## src/rtl/core/srg_pkg.sv

```systemverilog
// Shared types, operation codes and count reduction for the shift/rotate group unit.
// No dependencies; used by srg_if.sv, srg_step.sv and shift_rotate_group_unit.sv.
package srg_pkg;

    localparam int unsigned DataW  = 16;
    localparam int unsigned CountW = 8;
    localparam int unsigned StepW  = 5;   // up to 17 effective steps

    localparam logic [DataW-1:0] MaskByte = 16'h00FF;
    localparam logic [DataW-1:0] MaskWord = 16'hFFFF;
    localparam logic [DataW-1:0] TopByte  = 16'h0080;
    localparam logic [DataW-1:0] TopWord  = 16'h8000;

    typedef enum logic [2:0] {
        A_ROL = 3'd0,
        A_ROR = 3'd1,
        A_RCL = 3'd2,
        A_RCR = 3'd3,
        A_SHL = 3'd4,
        A_SHR = 3'd5,
        A_SET = 3'd6,
        A_SAR = 3'd7
    } t_action;

    typedef struct packed {
        t_action          act;
        logic             word;
        logic [DataW-1:0] value;
        logic             cf;
    } t_step_in;

    typedef struct packed {
        logic [DataW-1:0] value;
        logic             cf;
        logic             of;
        logic             nib;
    } t_step_res;

    // Number of one-bit steps that give the same end state as the full count.
    // Rotates repeat with period 8/16 (9/17 through carry); shifts settle
    // after width+1 steps. Zero for a zero count and for set-all-ones.
    function automatic logic [StepW-1:0] eff_count(input t_action act, input logic word,
                                                   input logic [CountW-1:0] count);
        logic [CountW-1:0] x;
        logic [StepW-1:0]  res;
        x   = count - 8'd1;
        res = '0;
        case (act)
            A_ROL, A_ROR: begin
                res = word ? {1'b0, x[3:0]} + 5'd1 : {2'b00, x[2:0]} + 5'd1;
            end
            A_RCL, A_RCR: begin
                if (word) begin
                    if (x >= 8'd136) x = x - 8'd136;
                    if (x >= 8'd68)  x = x - 8'd68;
                    if (x >= 8'd34)  x = x - 8'd34;
                    if (x >= 8'd17)  x = x - 8'd17;
                end else begin
                    if (x >= 8'd144) x = x - 8'd144;
                    if (x >= 8'd72)  x = x - 8'd72;
                    if (x >= 8'd36)  x = x - 8'd36;
                    if (x >= 8'd18)  x = x - 8'd18;
                    if (x >= 8'd9)   x = x - 8'd9;
                end
                res = x[StepW-1:0] + 5'd1;
            end
            A_SHL, A_SHR, A_SAR: begin
                if (word) res = (count > 8'd17) ? 5'd17 : count[StepW-1:0];
                else      res = (count > 8'd9)  ? 5'd9  : count[StepW-1:0];
            end
            default: res = '0;
        endcase
        if (count == '0) res = '0;
        return res;
    endfunction

endpackage

```

## src/rtl/core/srg_if.sv

```systemverilog
// Valid/ready request channels of the shift/rotate group unit.
// Depends on srg_pkg for widths.
interface srg_in_if;
    logic                        valid;
    logic                        ready;
    logic [2:0]                  action;
    logic                        is_word;
    logic [srg_pkg::DataW-1:0]   operand;
    logic [srg_pkg::CountW-1:0]  count;
    logic                        cf_in;
    logic                        of_in;
    logic                        af_in;
    logic                        sf_in;
    logic                        zf_in;
    logic                        pf_in;

    modport source (output valid, action, is_word, operand, count,
                     cf_in, of_in, af_in, sf_in, zf_in, pf_in, input ready);
    modport sink   (input valid, action, is_word, operand, count,
                     cf_in, of_in, af_in, sf_in, zf_in, pf_in, output ready);
endinterface

interface srg_out_if;
    logic                        valid;
    logic                        ready;
    logic [srg_pkg::DataW-1:0]   result;
    logic                        write_back;
    logic                        cf_out;
    logic                        of_out;
    logic                        af_out;
    logic                        sf_out;
    logic                        zf_out;
    logic                        pf_out;

    modport source (output valid, result, write_back, cf_out, of_out, af_out,
                     sf_out, zf_out, pf_out, input ready);
    modport sink   (input valid, result, write_back, cf_out, of_out, af_out,
                     sf_out, zf_out, pf_out, output ready);
endinterface

```

## src/rtl/core/srg_step.sv

```systemverilog
// Shared one-bit shift/rotate step: one step of any group operation per use.
// Depends on srg_pkg.
module srg_step (
    input  srg_pkg::t_step_in  i_step,
    output srg_pkg::t_step_res o_step
);
    import srg_pkg::*;

    logic [DataW-1:0] mask;
    logic [DataW-1:0] top;
    logic [DataW-1:0] nv;
    logic [DataW-1:0] val;
    logic             msb;
    logic             lsb;
    logic             outb;

    always_comb begin
        mask = i_step.word ? MaskWord : MaskByte;
        top  = i_step.word ? TopWord  : TopByte;
        msb  = |(i_step.value & top);
        lsb  = i_step.value[0];
        case (i_step.act)
            A_ROL: begin
                outb = msb;
                nv   = ((i_step.value << 1) & mask) | {{(DataW-1){1'b0}}, outb};
            end
            A_ROR: begin
                outb = lsb;
                nv   = (i_step.value >> 1) | (outb ? top : '0);
            end
            A_RCL: begin
                outb = msb;
                nv   = ((i_step.value << 1) & mask) | {{(DataW-1){1'b0}}, i_step.cf};
            end
            A_RCR: begin
                outb = lsb;
                nv   = (i_step.value >> 1) | (i_step.cf ? top : '0);
            end
            A_SHL: begin
                outb = msb;
                nv   = (i_step.value << 1) & mask;
            end
            A_SHR: begin
                outb = lsb;
                nv   = i_step.value >> 1;
            end
            default: begin  // SAR; set-all-ones never steps
                outb = lsb;
                nv   = (i_step.value >> 1) | (i_step.value & top);
            end
        endcase
        val          = nv & mask;
        o_step.value = val;
        o_step.cf    = outb;
        o_step.of    = msb != (|(val & top));
        o_step.nib   = i_step.value[3];
    end

endmodule

```

## src/rtl/core/shift_rotate_group_unit.sv

```systemverilog
// Top level of the shift/rotate group unit: request channels, sequencer, flag logic.
// Depends on srg_pkg, srg_if (srg_in_if, srg_out_if) and srg_step.
//
// Usage:
//   i_req carries one request: action, width, operand, unmasked count and the
//   six incoming flags. o_rsp returns the result, the write-back enable and
//   the six new flags. Both use valid/ready; a request moves on a clock edge
//   where both are high.
//   The unit works on one request at a time. i_req.ready is high only while
//   idle. After the request is taken the count is reduced to the equivalent
//   number of one-bit steps N (0..17): rotates by their period, shifts by
//   capping at width+1. A single shared step unit then runs one bit per
//   cycle until all N steps are done, and the response is shown the cycle after.
//   A zero count or the set-all-ones operation gives N = 0.
//   Reset (i_rst_n low, synchronous) returns the sequencer to idle and drops
//   o_rsp.valid; any request in flight is lost.
//   When the receiver stalls the response is held stable in its registers
//   and no new request is taken until it is accepted.
module shift_rotate_group_unit (
    input  logic             i_clk,
    input  logic             i_rst_n,
    srg_in_if.sink           i_req,
    srg_out_if.source        o_rsp
);
    import srg_pkg::*;

    typedef enum logic [2:0] {
        S_IDLE = 3'b001,
        S_RUN  = 3'b010,
        S_OUT  = 3'b100
    } t_state;

    t_state           r_state, n_state;
    logic [StepW-1:0] r_left, n_left;
    t_action          r_act;
    logic             r_word;
    logic             r_wb;
    logic [DataW-1:0] r_val;
    logic             r_cf, r_of, r_af, r_sf, r_zf, r_pf;
    logic             r_nib;

    t_step_in         step_in;
    t_step_res        step_res;

    logic             req_take;
    logic             rsp_take;
    t_action          in_act;
    logic [StepW-1:0] in_steps;
    logic [DataW-1:0] in_mask;
    logic [DataW-1:0] top;
    logic             shift_op;

    assign in_act   = t_action'(i_req.action);
    assign in_mask  = i_req.is_word ? MaskWord : MaskByte;
    assign in_steps = eff_count(in_act, i_req.is_word, i_req.count);
    assign req_take = i_req.valid && i_req.ready;
    assign rsp_take = o_rsp.valid && o_rsp.ready;

    // one shared step unit, fed from the working registers
    assign step_in.act   = r_act;
    assign step_in.word  = r_word;
    assign step_in.value = r_val;
    assign step_in.cf    = r_cf;

    srg_step u_step (
        .i_step (step_in),
        .o_step (step_res)
    );

    // sequencer
    always_comb begin
        n_state = r_state;
        n_left  = r_left;
        case (r_state)
            S_IDLE: begin
                if (req_take) begin
                    n_left  = in_steps;
                    n_state = (in_steps == '0) ? S_OUT : S_RUN;
                end
            end
            S_RUN: begin
                n_left = r_left - 5'd1;
                if (r_left == 5'd1) n_state = S_OUT;
            end
            S_OUT: begin
                if (rsp_take) n_state = S_IDLE;
            end
            default: n_state = S_IDLE;
        endcase
    end

    always_ff @(posedge i_clk) begin
        if (!i_rst_n) begin
            r_state <= S_IDLE;
            r_left  <= '0;
        end else begin
            r_state <= n_state;
            r_left  <= n_left;
        end
    end

    // working registers
    always_ff @(posedge i_clk) begin
        if (req_take) begin
            r_act  <= in_act;
            r_word <= i_req.is_word;
            r_wb   <= i_req.count != '0;
            r_af   <= i_req.af_in;
            r_sf   <= i_req.sf_in;
            r_zf   <= i_req.zf_in;
            r_pf   <= i_req.pf_in;
            r_nib  <= 1'b0;
            if (in_act == A_SET && i_req.count != '0) begin
                r_val <= in_mask;
                r_cf  <= 1'b0;
                r_of  <= 1'b0;
            end else begin
                r_val <= i_req.operand & in_mask;
                r_cf  <= i_req.cf_in;
                r_of  <= i_req.of_in;
            end
        end else if (r_state == S_RUN) begin
            r_val <= step_res.value;
            r_cf  <= step_res.cf;
            r_of  <= step_res.of;
            r_nib <= step_res.nib;
        end
    end

    // nonzero shifts and set-all-ones rebuild SF/ZF/PF/AF; rotates pass them through
    assign top      = r_word ? TopWord : TopByte;
    assign shift_op = r_wb && (r_act == A_SHL || r_act == A_SHR ||
                               r_act == A_SET || r_act == A_SAR);

    assign i_req.ready      = r_state == S_IDLE;
    assign o_rsp.valid      = r_state == S_OUT;
    assign o_rsp.result     = r_val;
    assign o_rsp.write_back = r_wb;
    assign o_rsp.cf_out     = r_cf;
    assign o_rsp.of_out     = r_of;
    assign o_rsp.af_out     = shift_op ? (r_act == A_SHL && r_nib) : r_af;
    assign o_rsp.sf_out     = shift_op ? |(r_val & top) : r_sf;
    assign o_rsp.zf_out     = shift_op ? (r_val == '0) : r_zf;
    assign o_rsp.pf_out     = shift_op ? ~(^r_val[7:0]) : r_pf;

    // checks
    a_run_left: assert property (@(posedge i_clk) disable iff (!i_rst_n)
        r_state == S_RUN |-> (r_left != '0 && r_left <= 5'd17))
        else $error("step counter out of range while running");

    a_busy_after_take: assert property (@(posedge i_clk) disable iff (!i_rst_n)
        req_take |=> !i_req.ready)
        else $error("request taken while previous one still in work");

    a_byte_upper: assert property (@(posedge i_clk) disable iff (!i_rst_n)
        o_rsp.valid && !r_word |-> o_rsp.result[15:8] == 8'h00)
        else $error("byte result has nonzero upper byte");

    a_set_ones: assert property (@(posedge i_clk) disable iff (!i_rst_n)
        o_rsp.valid && r_wb && r_act == A_SET |->
            (o_rsp.result == (r_word ? MaskWord : MaskByte) && !o_rsp.cf_out))
        else $error("set-all-ones result wrong");

    a_zero_count: assert property (@(posedge i_clk) disable iff (!i_rst_n)
        req_take && i_req.count == '0 |=> o_rsp.valid && !o_rsp.write_back)
        else $error("zero count must answer at once without write-back");

endmodule

```

## src/flat_wrapper.sv

```systemverilog
// flat-port wrapper written by rule: the top's interface ports become plain ports
module shift_rotate_group_unit_flat import srg_pkg::*;
  (i_clk, i_rst_n, i_req_valid, i_req_action, i_req_is_word, i_req_operand, i_req_count, i_req_cf_in, i_req_of_in, i_req_af_in, i_req_sf_in, i_req_zf_in, i_req_pf_in, i_req_ready, o_rsp_valid, o_rsp_result, o_rsp_write_back, o_rsp_cf_out, o_rsp_of_out, o_rsp_af_out, o_rsp_sf_out, o_rsp_zf_out, o_rsp_pf_out, o_rsp_ready);
  srg_in_if i_req_i ();
  srg_out_if o_rsp_i ();
  input  logic i_clk;
  input  logic i_rst_n;
  input wire logic [$bits(i_req_i.valid)-1:0] i_req_valid;
  input wire logic [$bits(i_req_i.action)-1:0] i_req_action;
  input wire logic [$bits(i_req_i.is_word)-1:0] i_req_is_word;
  input wire logic [$bits(i_req_i.operand)-1:0] i_req_operand;
  input wire logic [$bits(i_req_i.count)-1:0] i_req_count;
  input wire logic [$bits(i_req_i.cf_in)-1:0] i_req_cf_in;
  input wire logic [$bits(i_req_i.of_in)-1:0] i_req_of_in;
  input wire logic [$bits(i_req_i.af_in)-1:0] i_req_af_in;
  input wire logic [$bits(i_req_i.sf_in)-1:0] i_req_sf_in;
  input wire logic [$bits(i_req_i.zf_in)-1:0] i_req_zf_in;
  input wire logic [$bits(i_req_i.pf_in)-1:0] i_req_pf_in;
  output wire logic [$bits(i_req_i.ready)-1:0] i_req_ready;
  output wire logic [$bits(o_rsp_i.valid)-1:0] o_rsp_valid;
  output wire logic [$bits(o_rsp_i.result)-1:0] o_rsp_result;
  output wire logic [$bits(o_rsp_i.write_back)-1:0] o_rsp_write_back;
  output wire logic [$bits(o_rsp_i.cf_out)-1:0] o_rsp_cf_out;
  output wire logic [$bits(o_rsp_i.of_out)-1:0] o_rsp_of_out;
  output wire logic [$bits(o_rsp_i.af_out)-1:0] o_rsp_af_out;
  output wire logic [$bits(o_rsp_i.sf_out)-1:0] o_rsp_sf_out;
  output wire logic [$bits(o_rsp_i.zf_out)-1:0] o_rsp_zf_out;
  output wire logic [$bits(o_rsp_i.pf_out)-1:0] o_rsp_pf_out;
  input wire logic [$bits(o_rsp_i.ready)-1:0] o_rsp_ready;
  assign i_req_i.valid = i_req_valid;
  assign i_req_i.action = i_req_action;
  assign i_req_i.is_word = i_req_is_word;
  assign i_req_i.operand = i_req_operand;
  assign i_req_i.count = i_req_count;
  assign i_req_i.cf_in = i_req_cf_in;
  assign i_req_i.of_in = i_req_of_in;
  assign i_req_i.af_in = i_req_af_in;
  assign i_req_i.sf_in = i_req_sf_in;
  assign i_req_i.zf_in = i_req_zf_in;
  assign i_req_i.pf_in = i_req_pf_in;
  assign i_req_ready = i_req_i.ready;
  assign o_rsp_valid = o_rsp_i.valid;
  assign o_rsp_result = o_rsp_i.result;
  assign o_rsp_write_back = o_rsp_i.write_back;
  assign o_rsp_cf_out = o_rsp_i.cf_out;
  assign o_rsp_of_out = o_rsp_i.of_out;
  assign o_rsp_af_out = o_rsp_i.af_out;
  assign o_rsp_sf_out = o_rsp_i.sf_out;
  assign o_rsp_zf_out = o_rsp_i.zf_out;
  assign o_rsp_pf_out = o_rsp_i.pf_out;
  assign o_rsp_i.ready = o_rsp_ready;
  shift_rotate_group_unit u_core (.i_clk(i_clk), .i_rst_n(i_rst_n), .i_req(i_req_i), .o_rsp(o_rsp_i));
endmodule
```

## config.mk

```make
export PLATFORM = sky130hd
export DESIGN_NAME = shift_rotate_group_unit_flat
export DESIGN_NICKNAME = d
export VERILOG_FILES = /design/src/rtl/core/srg_pkg.sv /design/src/rtl/core/srg_if.sv /design/src/rtl/core/srg_step.sv /design/src/rtl/core/shift_rotate_group_unit.sv /design/src/flat_wrapper.sv
export SDC_FILE = /design/constraint.sdc
export NUM_CORES = 1
export LEC_CHECK = 0
export BUFFER_PORTS_ARGS = -buffer_cell sky130_fd_sc_hd__buf_2
export CAP_MARGIN = 25
export CORE_AREA = 2 2 95 97
export CTS_BUF_LIST = sky130_fd_sc_hd__clkbuf_4 sky130_fd_sc_hd__clkbuf_8
export DETAILED_ROUTE_END_ITERATION = 8
export DIE_AREA = 0 0 97 99
export PLACE_DENSITY = 0.79
export SYNTH_ARGS = -nofsm -noshare
export SYNTH_HDL_FRONTEND = slang
export SYNTH_SLANG_ARGS = --single-unit
```

## constraint.sdc

```tcl
create_clock -name i_clk -period 8.5 [get_ports i_clk]
set_input_delay 0.85 -clock i_clk [delete_from_list [all_inputs] [get_ports i_clk]]
set_output_delay 0.85 -clock i_clk [all_outputs]
set_load 0.01 [all_outputs]
```

==> impl_results.md <==
- Hold Path Depth: 2
- Clock network fraction of total power: 12.9%
- Status: finished clean
- Total track usage: 27.3%
- Combinational Power Share: 62.9%
- VDD IR max: between 0.1 and 0.15 mV
- First-pass GRT wire length: roughly 22000 microns
- Hold-fix buffers at CTS: 0
- YS warnings: 0
- Syn Std Cell Area: approximately 4600 sq um
- Critical path class: input port to register
- Die area: between 9000 and 10000 sq um
- Flop pwr share: about a quarter
- Die X: 97 microns
- FP Rows: 34
- Clock skew: between 0.009 and 0.01 ns
- Area Growth Syn to Fin: 20.0%
- Worst slew pin tran: 0.958 ns
- PD cells: ~190 nW/um^2
- Final Hold Fails: 0
- Clock sinks: 36
- Mapped Cells: 572
- Arr. time, crit path: about 8.5 ns
- Share of post-route cells with drive strength above 1: a little over a quarter
- Worst path depth: 40
- Ys async rst share: 0%
- Worst-Skew Late Latency: between 0.2 and 0.3 ns
- Initial antenna violation count: 0
- Filler Cell Count: a little over 700
- Min-Delay Path Class: register to register
- Final GP Congestion: 0.923
- DRC: 0
- Slowest CP cell: o311a_1
- Diodes inserted: 0
- Ys flop type: edfxtp_1
- Most common cell on crit path: ha_2
- Top cells by count, synth: 56 x nand2_1, 36 x o21ai_0, 30 x a21oi_1, 30 x nor2_1
- Max_slew headroom: 36.0%
- Yosys top cell area share: between 10% and 20%
- 1st-pass router iterations: 6
- Final min period: about 8.4 ns
- Reg2Reg Depth: 6
- Die H: roughly 99 microns
- Routed wire length per instance: approximately 19 microns
- Initial Utilization: a little over half
- Vias in the first global route: about 4500
- Final setup fails: 0
- Switching portion of total power: between 40 and 50%
- Syn_nets: around 640
- Synth area leaders: edfxtp_1 18%, ha_1 7.3%, mux2i_1 5.6%
- Post-synth cell types: slightly below 90
- CTS max path bufs: 2
- Startpoint Class: input port
- Final #Nets: ~720
- Core Region: roughly 8600 sq um
- Peak Freq: 120 MHz
- Buf/Inv on CP: 3
- Largest area contributor in the netlist: edfxtp_1
- Switching power total: ~480 uW
- Place WS: -0.202 ns
- Grt ovf: 0
- Root buffer cell: clkbuf_8
- Critical Path Sink Type: register
- CTS tree: done
- Max-cap violations: 0
- Fin crit share: a little over nine tenths
- Slowest stage delay, CP: between 0.3 and 0.4 ns
- Count leader, synth: nand2_1
- Syn_area_per_cell: ~8.1 sq um
- Leak: roughly 0.0023 uW
- Dpl hpwl: between 10000 and 15000 microns
- Critical Path Fanout Max: 8
- Final instance area: about 5500 sq um
- WL final: around 14000 microns
- Critical Path RT: 8.67 ns
- Largest net degree at the start of global routing: 31
- CTS H-tree depth: 2
- Final Util: 64.9%
- Pint: 595 uW
- Vias: around 5000
- Max-slew violation count: 0
- ANT nets after route: 0
- Sequential share of the synthesized area: approximately 21%
- Delay-heaviest family, CP: compound AO/OA/AOI/OAI gates
- Post-route setup slack: 0.135 ns
- DRT iter0 DRCs: roughly 350
- Flop and latch count out of synthesis: 36
- Clock buffer count from CTS: 5
- Design Power: 1070 uW
- EDFF count, synth: 27
- Worst-path clk slew: about 0.080 ns
- Vias per cell: approximately 6.5
- Buffers on Ports: between 60 and 70
- Placed cell areas: between 5000 and 6000 sq um
- I/O pin count: 63
[flip-flops by register name (all words and copies together) (netlist names)]
| register | cells |
|---|---|
| u_core.r_nib | 1 |
| u_core.r_sf | 1 |
| u_core.r_act | 3 |
| u_core.r_pf | 1 |
| u_core.o_rsp.result | 16 |
| u_core.o_rsp.cf_out | 1 |
| u_core.r_zf | 1 |
| u_core.r_af | 1 |
| u_core.r_word | 1 |
| u_core.o_rsp.of_out | 1 |
| u_core.o_rsp.write_back | 1 |
| u_core.r_state | 3 |
| u_core.r_left | 5 |
[power by group through the flow]
stage	Combinational, uW	Sequential [uW]	Clock (uW)
3_5_place_dp	595	262	0
6_report	674	259	139
4_1_cts	599	259	138
5_1_grt	730	263	147
3_3_place_gp	569	261	0
2_1_floorplan	442	260	0
[routing by layer]
layer	GRT usage, %	vias to the layer above	wire length, microns	part of all wire (%)
li1	-	2368	-	-
met1	37.7	2331	6090	43
met5	0	-	0	0
met2	44.5	243	6760	47
met3	4.75	35	1090	7.6
met4	7.04	0	358	2.5
[final timing paths]
kind	from	endpoint	slack, ns
worst max-delay path	i_req_count[0]	u_core.r_state[1]	0.14
worst min-delay path	u_core.r_nib	u_core.r_nib	0.54
worst max register to register	u_core.r_state[0]	u_core.r_left[3]	5.62
worst min register to register	u_core.r_nib	u_core.r_nib	0.54
[stage by stage]
step,instances,setup TNS [ns],hold WS (ns)
floorplan,572,0,0.465
CTS,748,0,0.525
detailed placement,740,-0.527,0.500
global route,763,-0.543,0.580
global placement,739,0,0.490
finish,763,0,0.544
[layout make-up]
| type | count | area (sq um) | share of cell area (%) |
|---|---|---|---|
| Sequential cell | 36 | 991 | 17.9 |
| Inverter | 29 | 110 | 1.99 |
| Multi-Input combinational cell | 479 | 3580 | 64.6 |
| Clock buffer | 8 | 104 | 1.87 |
| Timing Repair Buffer | 103 | 621 | 11.2 |
| Tap cell | 108 | 135 | 2.44 |
[placed cells by master, fill, tap and decap left out, types with 7 or more instances in the layout]
cell,n
a21oi_1,29
a31oi_1,13
buf_2,61
buf_4,42
clkbuf_8,7
dfxtp_1,9
edfxtp_1,27
ha_1,20
ha_2,7
inv_1,22
mux2i_1,26
nand2_1,55
nand2b_1,12
nand3_1,15
nand4_1,8
nor2_1,30
nor3_1,21
o21a_1,10
o21ai_0,36
o22ai_1,15
xnor2_1,13
[worst min-delay path, stage by stage (launching register included)]
cell and delay [ns]:
dfxtp_1 0.34, mux2i_1 0.09, nor2_1 0.08
[kinds of logic after synthesis]
| logic type | share of synthesized area, % |
|---|---|
| compound gates | 30.0 |
| buf+inv | 5.23 |
| fa+ha+maj | 7.31 |
| xor+xnor | 4.71 |
| flops | 21.5 |
| simple gates | 23.7 |
| mux | 7.58 |
[repair_timing]
| action | 4_1_cts | 5_1_grt |
|---|---|---|
| endpoints found under the setup margin | 0 | 7 |
| setup buffers | 0 | 15 |
| resized for setup | 0 | 37 |
| hold endpoints to repair | 0 | 0 |
Note: power is estimated with default switching activity, not from simulation.
